==> src/hdl/pwl_pkg.sv <==
// Package for the piecewise linear table interpolator.
// Shared widths, codes, controller states and the command/status structs.
// No dependencies.
package pwl_pkg;

	localparam int MAX_POINTS_DEF = 64;
	localparam int CFG_W          = 7;
	localparam int IDX_W          = 6;
	localparam int DATA_W         = 32;
	localparam int DIV_STEPS      = 64;
	localparam int DIV_CW         = 6;

	localparam logic REQ_LOAD  = 1'b0;
	localparam logic REQ_QUERY = 1'b1;

	typedef enum logic [3:0] {
		ST_IDLE,
		ST_FIRST,
		ST_LAST,
		ST_WALK,
		ST_EVAL,
		ST_MUL,
		ST_DIV,
		ST_FIN,
		ST_DONE
	} state_t;

	// read address select
	typedef enum logic [1:0] {
		RSEL_FIRST,
		RSEL_LAST,
		RSEL_ONE,
		RSEL_NEXT
	} rsel_t;

	// result source select
	typedef enum logic [2:0] {
		RES_EMPTY,
		RES_RD_Y,
		RES_PREV_Y,
		RES_CUR_Y,
		RES_INTERP
	} res_sel_t;

	typedef struct packed {
		logic     load_wr;
		logic     query_cap;
		rsel_t    rsel;
		logic     take_prev;
		logic     take_cur;
		logic     k_init;
		logic     k_inc;
		logic     set_res;
		res_sel_t res_sel;
		logic     eval;
		logic     mul;
		logic     div_step;
		logic     out_load;
	} cmd_t;

	typedef struct packed {
		logic n_zero;
		logic x_le_rd;
		logic x_ge_rd;
		logic x_eq_x0;
		logic x_eq_x1;
		logic x1_eq_x0;
		logic div_last;
		logic out_free;
	} sts_t;

endpackage

==> src/hdl/pwl_ctrl.sv <==
// Controller for the piecewise linear interpolator: sequences table
// search, multiply, serial divide and result hand-off. Uses pwl_pkg.
module pwl_ctrl (
	input  logic          clk,
	input  logic          arst_n,
	input  logic          in_valid,
	input  logic          req_type,
	input  pwl_pkg::sts_t sts,
	output pwl_pkg::cmd_t cmd,
	output logic          in_stall
);

	pwl_pkg::state_t state_q, state_nx;
	logic            accept;

	assign in_stall = (state_q != pwl_pkg::ST_IDLE);
	assign accept   = in_valid && !in_stall;

	always_ff @(posedge clk or negedge arst_n) begin
		if (!arst_n) begin
			state_q <= pwl_pkg::ST_IDLE;
		end else begin
			state_q <= state_nx;
		end
	end

	always_comb begin
		state_nx = state_q;
		case (state_q)
			pwl_pkg::ST_IDLE: begin
				if (accept && req_type == pwl_pkg::REQ_QUERY) begin
					state_nx = sts.n_zero ? pwl_pkg::ST_DONE : pwl_pkg::ST_FIRST;
				end
			end
			pwl_pkg::ST_FIRST: begin
				state_nx = sts.x_le_rd ? pwl_pkg::ST_DONE : pwl_pkg::ST_LAST;
			end
			pwl_pkg::ST_LAST: begin
				state_nx = sts.x_ge_rd ? pwl_pkg::ST_DONE : pwl_pkg::ST_WALK;
			end
			pwl_pkg::ST_WALK: begin
				if (sts.x_le_rd) begin
					state_nx = pwl_pkg::ST_EVAL;
				end
			end
			pwl_pkg::ST_EVAL: begin
				if (sts.x_eq_x0 || sts.x_eq_x1 || sts.x1_eq_x0) begin
					state_nx = pwl_pkg::ST_DONE;
				end else begin
					state_nx = pwl_pkg::ST_MUL;
				end
			end
			pwl_pkg::ST_MUL: begin
				state_nx = pwl_pkg::ST_DIV;
			end
			pwl_pkg::ST_DIV: begin
				if (sts.div_last) begin
					state_nx = pwl_pkg::ST_FIN;
				end
			end
			pwl_pkg::ST_FIN: begin
				state_nx = pwl_pkg::ST_DONE;
			end
			pwl_pkg::ST_DONE: begin
				if (sts.out_free) begin
					state_nx = pwl_pkg::ST_IDLE;
				end
			end
			default: begin
				state_nx = pwl_pkg::ST_IDLE;
			end
		endcase
	end

	always_comb begin
		cmd = '0;
		case (state_q)
			pwl_pkg::ST_IDLE: begin
				if (accept) begin
					if (req_type == pwl_pkg::REQ_LOAD) begin
						cmd.load_wr = 1'b1;
					end else begin
						cmd.query_cap = 1'b1;
						cmd.rsel      = pwl_pkg::RSEL_FIRST;
						if (sts.n_zero) begin
							cmd.set_res = 1'b1;
							cmd.res_sel = pwl_pkg::RES_EMPTY;
						end
					end
				end
			end
			pwl_pkg::ST_FIRST: begin
				cmd.take_prev = 1'b1;
				if (sts.x_le_rd) begin
					cmd.set_res = 1'b1;
					cmd.res_sel = pwl_pkg::RES_RD_Y;
				end else begin
					cmd.rsel = pwl_pkg::RSEL_LAST;
				end
			end
			pwl_pkg::ST_LAST: begin
				if (sts.x_ge_rd) begin
					cmd.set_res = 1'b1;
					cmd.res_sel = pwl_pkg::RES_RD_Y;
				end else begin
					cmd.rsel   = pwl_pkg::RSEL_ONE;
					cmd.k_init = 1'b1;
				end
			end
			pwl_pkg::ST_WALK: begin
				if (sts.x_le_rd) begin
					cmd.take_cur = 1'b1;
				end else begin
					cmd.take_prev = 1'b1;
					cmd.k_inc     = 1'b1;
					cmd.rsel      = pwl_pkg::RSEL_NEXT;
				end
			end
			pwl_pkg::ST_EVAL: begin
				if (sts.x_eq_x0) begin
					cmd.set_res = 1'b1;
					cmd.res_sel = pwl_pkg::RES_PREV_Y;
				end else if (sts.x_eq_x1) begin
					cmd.set_res = 1'b1;
					cmd.res_sel = pwl_pkg::RES_CUR_Y;
				end else if (sts.x1_eq_x0) begin
					cmd.set_res = 1'b1;
					cmd.res_sel = pwl_pkg::RES_PREV_Y;
				end else begin
					cmd.eval = 1'b1;
				end
			end
			pwl_pkg::ST_MUL: begin
				cmd.mul = 1'b1;
			end
			pwl_pkg::ST_DIV: begin
				cmd.div_step = 1'b1;
			end
			pwl_pkg::ST_FIN: begin
				cmd.set_res = 1'b1;
				cmd.res_sel = pwl_pkg::RES_INTERP;
			end
			pwl_pkg::ST_DONE: begin
				cmd.out_load = sts.out_free;
			end
			default: begin
				cmd = '0;
			end
		endcase
	end

endmodule

==> config.mk <==
export PLATFORM = sky130hd
export DESIGN_NAME = pwl_ctrl
export DESIGN_NICKNAME = d
export VERILOG_FILES = /design/src/hdl/pwl_pkg.sv /design/src/hdl/pwl_ctrl.sv
export SDC_FILE = /design/constraint.sdc
export NUM_CORES = 1
export LEC_CHECK = 0
export BUFFER_PORTS_ARGS = -buffer_cell sky130_fd_sc_hd__buf_2
export CORE_AREA = 2 2 39 41
export DETAILED_ROUTE_END_ITERATION = 6
export DIE_AREA = 0 0 41 43
export MAX_ROUTING_LAYER = met4
export PLACE_DENSITY_LB_ADDON = 0.1
export SLEW_MARGIN = 25
export SYNTH_ARGS = -nofsm -noshare
export SYNTH_HDL_FRONTEND = slang
export SYNTH_SLANG_ARGS = --single-unit
==> constraint.sdc <==
create_clock -name clk -period 1.8 [get_ports clk]
set_input_delay 0.54 -clock clk [delete_from_list [all_inputs] [get_ports clk]]
set_output_delay 0.54 -clock clk [all_outputs]
set_load 0.05 [all_outputs]
After elaboration in Yosys (flattened, before gate mapping)
Index checks and enable logic that the tools add are counted.
{"block": "word_totals", "inputBits": 12, "reg_bits": 4}
{"block": "classes", "muxes": 40, "n_reduce_logical": 8, "eq_ne": 12}
{"operator": "$mux W4", "count": 17}
{"operator": "$pmux W4 S9", "count": 1}
{"operator": "$pmux W4 S5", "count": 1}
{"operator": "$eq A4 B3 Y1 const B", "count": 4}
{"operator": "$mux W1", "count": 15}
{"operator": "$eq A4 B2 Y1 const B", "count": 2}
{"operator": "$ne A2 B2 Y1 const B", "count": 4}
{"operator": "$pmux W2 S4", "count": 1}
{"operator": "$mux W3", "count": 2}
{"operator": "$eq A4 B1 Y1 const B", "count": 1}
{"operator": "$eq A4 B4 Y1 const B", "count": 1}
{"operator": "$logic_not A4 Y1", "count": 1}
{"operator": "$mux W2", "count": 2}
{"operator": "$reduce_and A4 Y1", "count": 1}
{"operator": "$reduce_bool A4 Y1", "count": 1}
{"operator": "$logic_and A1 B1 Y1", "count": 2}
{"operator": "$logic_or A1 B1 Y1", "count": 2}
{"operator": "$pmux W1 S2", "count": 1}
{"operator": "$logic_not A1 Y1", "count": 1}

Logic depth before layout (Yosys ltp)
Gate-level depths: netlist (run 1).
{"block": "depth", "word_depth": 6, "ltp_mapped": 5, "depth_no_buf": 4}

Least setup slack after synthesis (run 1)
OpenSTA, ideal clock, no wires.
{"block": "synth_timing", "kind": "register to output", "from": "reg state_q[2]", "to": "out cmd[13] in the netlist's numbering", "t_arrival_ps": 2650, "required_ps": 1260, "setup_slack_ps": -1390, "stages_incl_launch_ff": 4, "path_cell_list": "dfrtp_1 buf_2 nor4_1 or2_2"}
{"item": "from (decl)", "line": "pwl_ctrl.sv:13", "rtl": "pwl_pkg::state_t state_q, state_nx;"}
{"item": "from (signal assigned)", "line": "pwl_ctrl.sv:21", "rtl": "state_q <= pwl_pkg::ST_IDLE;"}
{"item": "from (signal assigned)", "line": "pwl_ctrl.sv:23", "rtl": "state_q <= state_nx;"}
{"item": "to (decl)", "line": "pwl_ctrl.sv:9", "rtl": "output pwl_pkg::cmd_t cmd,"}

==> results of run 1 <==
[layer usage]
metal  up-vias  GRT usage  wire length, µm
li1        371          -                -
met1       438     0.3072             1236
met2        74     0.6219             1727
met3        24    0.02618              337
met4         0     0.1667              227
met5         -          -                0
[worst max path at each step]
stage                                      start  cells after the start  endpoint
after detailed placement  state_q[3]$_DFFE_PN0P_                      4    cmd[4]
after CTS                 state_q[3]$_DFFE_PN0P_                      5    cmd[7]
after global routing      state_q[3]$_DFFE_PN0P_                      5    cmd[7]
final                     state_q[3]$_DFFE_PN0P_                      5    cmd[7]
after floorplan           state_q[3]$_DFFE_PN0P_                      5    cmd[7]
after global placement    state_q[2]$_DFFE_PN0P_                      5    cmd[7]
[synth_stat cells]
library cell | number | area [µm²]
a21oi_1 | 2 | 10.01
a31oi_1 | 1 | 6.260
buf_2 | 2 | 10.01
buf_6 | 1 | 11.26
dfrtp_1 | 4 | 100.1
inv_1 | 4 | 15.01
mux2i_1 | 1 | 10.01
nand2_1 | 6 | 22.52
nand2_2 | 1 | 6.260
nand2b_1 | 4 | 25.02
nand3_1 | 1 | 5.000
nand3b_1 | 1 | 7.510
nor2_1 | 9 | 33.78
nor2_2 | 1 | 6.260
nor2_4 | 1 | 11.26
nor2b_1 | 2 | 12.51
nor3_1 | 2 | 10.01
nor3b_1 | 3 | 22.52
nor4_1 | 3 | 18.77
nor4_2 | 1 | 12.51
o2111ai_2 | 1 | 15.01
o21ai_0 | 3 | 15.01
o21bai_1 | 1 | 7.510
o22ai_1 | 1 | 6.260
o32ai_1 | 1 | 8.760
or2_2 | 1 | 6.260
or4_4 | 1 | 11.26
or4b_1 | 1 | 10.01
xor2_1 | 1 | 8.760
[what timing repair did]
item                                   in CTS  in global routing
buffers inserted                           19                  6
setup endpoints to repair                  17                 18
pin swaps                                  10                  5
gates resized for setup                    56                 13
endpoints found under the hold margin       0                  0
[critical path, stage by stage, from the launching register on]
cell     delay [ns]
dfrtp_1        0.41
or4_4          0.61
nor2_4         0.13
nand2_2        0.09
nand3_4        0.09
buf_8          0.14
[power breakdown]
| part | switching (mW) | internal (mW) | total (mW) |
|---|---|---|---|
| clock | 0.0504 | 0.0755 | 0.126 |
| sequential | 0.0418 | 0.119 | 0.161 |
| combinational | 0.905 | 0.828 | 1.73 |
| total | 0.997 | 1.02 | 2.02 |
[final cells by class]
class                      instances  area, µm²  area share
inverter                           4      15.01     0.01123
clock buffer                       3      22.52     0.01684
timing repair buffer              77      679.4      0.5080
multi-input combinational         50      500.5      0.3742
tap                               16      20.02     0.01497
sequential                         4      100.1     0.07484
[metrics by stage]
step                      setup slack (ns)  setup TNS (ns)  cells  hold slack, ns
after floorplan                    -0.5421          -2.757     61          0.2444
after global placement             -0.2727          -1.479    128          0.3454
after detailed placement           -0.2828          -1.616    128          0.3501
after CTS                          -0.4064          -4.253    149         0.09049
after global routing               -0.4745          -5.522    154          0.1064
final                              -0.4624          -5.270    154         0.09877
[cell families (layout without fill, tap and decap cells)]
kind of cell / Yosys count / after routing / share of synthesized area
flip-flops: 4 / 4 / 0.2247
AND/OR/NAND/NOR: 38 / 38 / 0.4972
multiplexers: 1 / 1 / 0.02247
buffers and inverters: 7 / 84 / 0.08145
AO/OA/AOI/OAI: 10 / 10 / 0.1545
XOR/XNOR: 1 / 1 / 0.01967
==> impl_metrics.ini, run 1 <==
[status]
status = finished, violations left
violations = negative setup slack

[clocking]
cts-root-buf = clkbuf_4
htreeDepth = 1
numCtsBuffers = 3
cts_buffer_depth = 2
cts.sinks = 4
hold_buffers = 0
path_clk_slew_ns = 0.05
cts_tree = built
clk_latency_ns = 0.25

[timing]
fin_crit_sh = 1.257
slew_violations = 0
finalSetupViolCount = 18
maxSlewHeadroom = 0.7418
max_freq_ghz = 0.4420
worst_pin_slew_ns = 0.3865
fin_ws_ns = -0.4624
rsz0062_at_grt = yes
min_period_ns = 2.262
finalHoldViolations = 0
clock_skew_ns = 0.005959

[die]
die_h_um = 43
start_util = 0.3219
num_io_pins = 29
die_w_um = 41
fp.dieArea_um2 = 1763
core_um2 = 1384
rows = 14

[place]
gp_congestion = 0.8171
portBuffers = 28
place_hpwl_um = 1341
dpl_cell_area_um2 = 879.6

[cells_and_area]
drive_above_1_share = 0.7971
top_register = state_q
antenna_cells = 0
final_cell_mix = 41 x buf_4, 17 x buf_6, 11 x buf_2
areaGrowthSynthToFinish_pct = 200.3
largest_reg_flops = 4
final_common_cell = buf_4
finalNetCount = 152
nFillCells = 25
reg.largest.list = state_q: 4 flops
fin_util = 0.9665
final_area_um2 = 1338

[job]
cap_violations = 0

[global_routing]
grt_overflow_total = 0
antenna_found_initial = 0
grt_max_degree = 8
track_usage = 0.3340
first_global_vias = 847
grt_pass1_wl_um = 3781

[power]
vdd_drop_max_mv = 1.197
p_leak_nw = 0.6255
p_total_mw = 2.019
power_density_nw_per_um2 = 1510

[detailed_routing]
drt_wl_total_um = 3529
antenna_left = 0
drtIter0Drc = 37
drt-vias-per-instance = 5.890
remaining_drc_errors = 0
vias = 907
dr.pass1.iters = 4
wl_per_cell_um = 22.92

[logic_synthesis]
avgSynthCellArea_um2 = 7.302
ys_warn_count = 0
syn-num-nets = 73
synthDistinctLibCells = 29
syn_area_um2 = 445.4
syn_inst = 61
yosys_register_bits = 4
ys_seq_area_frac = 0.2247

[critical_path]
critical_path_class = reg -> out
cp.arrival_ns = 1.72
crit_fanout = 4
reg2reg_depth = 10
startpoint_type = register
critPathCaptureType = output port
r2r_setup_slack_ns = -0.22
r2r_end = state_q[3]$_DFFE_PN0P_
crit_required_ns = 1.26
r2r-start = state_q[3]$_DFFE_PN0P_

[worst_hold_path]
hp-class = in -> async
Power figures use the tool's default switching activity.
==> run 2, diff against run 1 <==
--- a/config.mk
+++ b/config.mk
@@ -11,6 +11,7 @@
 export DIE_AREA = 0 0 41 43
 export MAX_ROUTING_LAYER = met4
 export PLACE_DENSITY_LB_ADDON = 0.1
+export REMOVE_ABC_BUFFERS = 1
 export SLEW_MARGIN = 25
 export SYNTH_ARGS = -nofsm -noshare
 export SYNTH_HDL_FRONTEND = slang
==> constraint.sdc (replaced) <==
create_clock -name clk -period 1.8 [get_ports clk]
set_input_delay 0.54 -clock clk [delete_from_list [all_inputs] [get_ports clk]]
set_output_delay 0.54 -clock clk [all_outputs]
set_load 0.02 [all_outputs]
==> run 2 against run 1 <==
The run still ends with negative setup slack left. Sequential cell count is the same. Via count shrank 28%. Maximum frequency grew 5.4%. Sequential share of layout area grew 2.4 points. Power shrank 40%. Routed wire length shrank 53%. Largest cell class is now multi-input combinational cells. Largest power group unchanged. Highest routed layer unchanged.
==> impl_metrics.ini, run 2 (synthesized netlist as in run 1, its figures left out) <==
[critical_path]
r2r-start = state_q[0]$_DFFE_PN0P_
worstPathCellList = or4b_4 -> nor2_4 -> nor2_2 -> nand3_2 -> buf_6
reg2reg_depth = 7
r2r_end = state_q[0]$_DFFE_PN0P_
critPathBufInv = 1
r2r_setup_slack_ns = 0.29
crit_fanout = 3
critPathCaptureType = output port
max_stage_delay_ns = 0.59
critPathLaunch = state_q[3]$_DFFE_PN0P_
cp.arrival_ns = 1.61
critical_path_class = reg -> out
crit_family = simple AND/OR/NAND/NOR gates
crit_path_top_delay_cell = or4b_4
crit_required_ns = 1.26
cp.depth = 5
crit_end = cmd[7]
startpoint_type = register

[cells_and_area]
largest_reg_flops = 4
finalNetCount = 128
antenna_cells = 0
drive_above_1_share = 0.7193
top_register = state_q
seq_area_um2 = 100.1
final_cell_mix = 25 x buf_4, 14 x buf_2, 13 x buf_6
reg.largest.list = state_q: 4 flops
multi_input_area_um2 = 429.2
fin_util = 0.7306
final_area_um2 = 1011
nFillCells = 106
final_common_cell = buf_4
areaGrowthSynthToFinish_pct = 127.0

[die]
die_h_um = 43
die_w_um = 41
core_um2 = 1384
rows = 14
num_io_pins = 29
start_util = 0.3219
fp.dieArea_um2 = 1763

[timing]
clock_skew_ns = 0.002935
maxSlewHeadroom = 0.7913
fin_crit_sh = 1.192
finalSetupTns_ns = -3.359
rsz0062_at_grt = yes
hold-worst-slack_ns = 0.09786
fin_ws_ns = -0.3463
max_freq_ghz = 0.4659
finalSetupViolCount = 17
finalHoldViolations = 0
slew_violations = 0
worst_pin_slew_ns = 0.3114
min_period_ns = 2.146

[detailed_routing]
dr.pass1.iters = 4
drt_wl_total_um = 1667
drt-vias-per-instance = 4.992
drtIter0Drc = 15
vias = 649
antenna_left = 0
remaining_drc_errors = 0
wl_per_cell_um = 12.82

[global_routing]
grt_pass1_wl_um = 2739
first_global_vias = 640
track_usage = 0.2381
antenna_found_initial = 0
grt_overflow_total = 0
grt_max_degree = 11

[clocking]
clk_latency_ns = 0.24
cts_tree = built
path_clk_slew_ns = 0.04
htreeDepth = 1
cts.sinks = 4
cts_buffer_depth = 2
numCtsBuffers = 3
cts-root-buf = clkbuf_4

[status]
status = finished, violations left
violations = negative setup slack

[power]
power_density_nw_per_um2 = 1194
p_leak_nw = 0.4814
vdd_drop_max_mv = 0.8623

[place]
portBuffers = 28
gp_congestion = 0.8290
dpl_cell_area_um2 = 711.9
place_hpwl_um = 1139

[worst_hold_path]
hp-class = in -> async

[job]
cap_violations = 0
[run 2: worst min path at each step]
stage                     startpoint                endpoint  slack [ns]  cells after the start
final                         arst_n  state_q[2]$_DFFE_PN0P_         0.1                      1
after global routing          arst_n  state_q[2]$_DFFE_PN0P_        0.09                      1
after CTS                     arst_n  state_q[2]$_DFFE_PN0P_        0.09                      1
after detailed placement      arst_n  state_q[1]$_DFFE_PN0P_        0.35                      1
after global placement        arst_n  state_q[3]$_DFFE_PN0P_        0.35                      1
after floorplan               arst_n  state_q[0]$_DFFE_PN0P_        0.24                      0
[run 2: final cells by class]
type / instances / area share
Timing Repair Buffer: 53 / 0.4196
Inverter: 4 / 0.01485
Sequential cell: 4 / 0.09901
Multi-Input combinational cell: 50 / 0.4245
Clock buffer: 3 / 0.02228
Tap cell: 16 / 0.01980
[run 2: layer usage]
metal / up-vias / part of all wire / global-route usage
met2: 25 / 0.51 / 0.3500
met1: 300 / 0.42 / 0.2977
met4: 0 / 0.025 / 0.1400
met5: - / 0 / -
li1: 320 / - / -
met3: 4 / 0.045 / 0.03141
[run 2: what timing repair did]
action | 4_1_cts | 5_1_grt
endpoints found under the setup margin | 17 | 17
hold buffers | 0 | 0
pin swaps | 6 | 6
setup buffers | 3 | 5
gates resized for setup | 40 | 19
[run 2: per-stage QoR]
| stage | total power, mW | std cells | setup WS (ns) |
|---|---|---|---|
| 5_1_grt | 1.282 | 130 | -0.4047 |
| 3_3_place_gp | 0.7961 | 119 | -0.1429 |
| 2_1_floorplan | 0.5513 | 58 | -0.4359 |
| 3_5_place_dp | 0.7999 | 119 | -0.1707 |
| 4_1_cts | 1.063 | 125 | -0.3361 |
| 6_report | 1.207 | 130 | -0.3463 |
[run 2: power breakdown]
| part | internal [mW] | switching (mW) |
|---|---|---|
| combinational | 0.465 | 0.485 |
| sequential | 0.119 | 0.0231 |
| clock | 0.0748 | 0.0402 |
==> run 3, diff against run 2 <==
--- a/config.mk
+++ b/config.mk
@@ -7,11 +7,11 @@
 export LEC_CHECK = 0
 export BUFFER_PORTS_ARGS = -buffer_cell sky130_fd_sc_hd__buf_2
 export CORE_AREA = 2 2 39 41
+export CTS_CLUSTER_SIZE = 28
 export DETAILED_ROUTE_END_ITERATION = 6
 export DIE_AREA = 0 0 41 43
 export MAX_ROUTING_LAYER = met4
 export PLACE_DENSITY_LB_ADDON = 0.1
-export REMOVE_ABC_BUFFERS = 1
 export SLEW_MARGIN = 25
 export SYNTH_ARGS = -nofsm -noshare
 export SYNTH_HDL_FRONTEND = slang
==> constraint.sdc (replaced) <==
create_clock -name clk -period 1.8 [get_ports clk]
set_input_delay 0.18 -clock clk [delete_from_list [all_inputs] [get_ports clk]]
set_output_delay 0.18 -clock clk [all_outputs]
set_load 0.02 [all_outputs]
==> run 3 against run 2 <==
Critical endpoint unchanged. First-iteration DRC count down 60%. Largest power group unchanged. Clock skew down 0.0022 ns. The run now ends clean. Combinational power down 28%. Non-clock buffer count down 19. Die area unchanged. Critical path type unchanged. Highest routed layer is now met3. Design area down 30%.
==> impl_metrics.ini, run 3 (synthesized netlist as in run 1, its figures left out) <==
[die]
die_h_um = 43
fp.dieArea_um2 = 1763
num_io_pins = 29
core_um2 = 1384
die_w_um = 41
start_util = 0.3219
rows = 14

[cells_and_area]
reg.largest.list = state_q: 4 flops
top_register = state_q
final_cell_mix = 26 x buf_2, 8 x nor2_1, 5 x nand2_1, 5 x buf_4, 4 x inv_1
drive_above_1_share = 0.5368
final_area_um2 = 705.7
antenna_cells = 0
fin_util = 0.5099
final_common_cell = buf_2
finalNetCount = 109
nFillCells = 145
areaGrowthSynthToFinish_pct = 58.43
largest_reg_flops = 4

[critical_path]
max_stage_delay_ns = 0.59
crit_fanout = 4
critPathLaunch = state_q[2]$_DFFE_PN0P_
crit_family = simple AND/OR/NAND/NOR gates
critical_path_class = reg -> out
critPathBufInv = 1
worstPathCellList = or4_4 -> nor2_4 -> nand2_2 -> nand3_1 -> buf_6
crit_path_top_delay_cell = or4_4
startpoint_type = register
critPathCaptureType = output port
crit_required_ns = 1.62
r2r-start = state_q[3]$_DFFE_PN0P_
cp.arrival_ns = 1.59

[detailed_routing]
remaining_drc_errors = 0
drtIter0Drc = 6
vias = 562
dr.pass1.iters = 2
drt_wl_total_um = 1327
wl_per_cell_um = 11.95
drt-vias-per-instance = 5.063
antenna_left = 0

[power]
vdd_drop_max_mv = 0.4037
p_leak_nw = 0.3578
swShare = 0.4771
p_switching_mw = 0.4510
sequentialPowerShare = 0.160
p_comb_frac = 0.727
p_int_mw = 0.4943
clkPwrFrac = 0.113
power_density_nw_per_um2 = 1340

[clocking]
cts-root-buf = clkbuf_4
cts_buffer_depth = 2
clk_latency_ns = 0.23
path_clk_slew_ns = 0.04
cts.sinks = 4
htreeDepth = 1
cts_tree = built
numCtsBuffers = 3

[timing]
clock_skew_ns = 0.0006986
slew_violations = 0
max_freq_ghz = 0.5644
hold-worst-slack_ns = 0.1516
fin_crit_sh = 0.9844
finalSetupTns_ns = 0
rsz0062_at_grt = yes
worst_pin_slew_ns = 0.3637
min_period_ns = 1.772
finalHoldViolations = 0
finalSetupViolCount = 0
maxSlewHeadroom = 0.7556
fin_ws_ns = 0.02810

[worst_hold_path]
min-delay-start = sts[1]
hp-class = in -> reg

[global_routing]
grt_pass1_wl_um = 2001
grt_max_degree = 11
track_usage = 0.1631
grt_overflow_total = 0
antenna_found_initial = 0
first_global_vias = 504

[place]
dpl_cell_area_um2 = 618.1
portBuffers = 28
dp_slack_ns = 0.1678
gp_congestion = 0.8524
place_hpwl_um = 1091

[status]
status = complete, no violations

[job]
cap_violations = 0
-- run 3: changes by cell type in the layout (fill, tap and decap cells not counted), moves of 2 or more --
cell      before  now
buf_4         25    5
nor2_1         2    8
nor2_4         6    1
buf_6         13    1
buf_2         14   26
nor4_2         0    2
nand2_2        4    2
nand2b_4       2    0
nor4_4         2    0
nand2_1        3    5
-- run 3: layout make-up --
type                            instances  area, µm²  area share
Clock buffer                            3      22.52     0.03191
Inverter                                4      15.01     0.02128
Multi-Input combinational cell         50      337.8      0.4787
Timing Repair Buffer                   34      209.0      0.2961
Sequential cell                         4      101.3      0.1436
Tap cell                               16      20.02     0.02837
-- run 3: metal layers --
metal,global-route usage,vias to the layer above,part of all wire
met4,0.02000,0,0
met5,-,-,0
met2,0.2750,21,0.48
met3,0.03141,0,0.073
met1,0.1981,259,0.45
li1,-,282,-
-- run 3: path summary, 6_finish.rpt --
check | to | slack (ns) | depth (start not counted)
setup reg to reg | state_q[0]$_DFFE_PN0P_ | 0.34 | 4
hold reg to reg | state_q[1]$_DFFE_PN0P_ | 0.78 | 3
min in group asynchronous | state_q[0]$_DFFE_PN0P_ | 0.29 | 2
hold / removal | state_q[2]$_DFFE_PN0P_ | 0.15 | 2
max in group asynchronous | state_q[1]$_DFFE_PN0P_ | 1.39 | 2
setup / recovery | cmd[7] | 0.03 | 5
-- run 3: metrics by stage --
stage | total power [mW] | instances
3_5_place_dp | 0.7491 | 105
4_1_cts | 0.8737 | 109
5_1_grt | 1.022 | 111
6_report | 0.9453 | 111
2_1_floorplan | 0.5864 | 61
3_3_place_gp | 0.7546 | 105
-- run 3: repair_timing --
action / CTS / global route
hold endpoints to repair: 4 / 0
gates resized for setup: 4 / 5
pin swaps: 3 / 0
cloned: 0 / 0
setup endpoints to repair: 1 / 4
hold buffers: 1 / 0
buffers inserted: 0 / 2
-- run 3: worst reg2reg max path: stages, from the launching register on --
cell and delay, ns:
dfrtp_1 0.39, or4b_4 0.56, nor2b_1 0.20, nor4_1 0.08, o21bai_1 0.15
-- run 3: power groups by stage --
stage               Sequential [mW]  Clock, mW  Combinational (mW)
floorplan                     0.140          0               0.446
global placement              0.152          0               0.603
detailed placement            0.155          0               0.595
CTS                           0.158      0.111               0.605
global route                  0.155      0.120               0.747
finish                        0.151      0.107               0.687
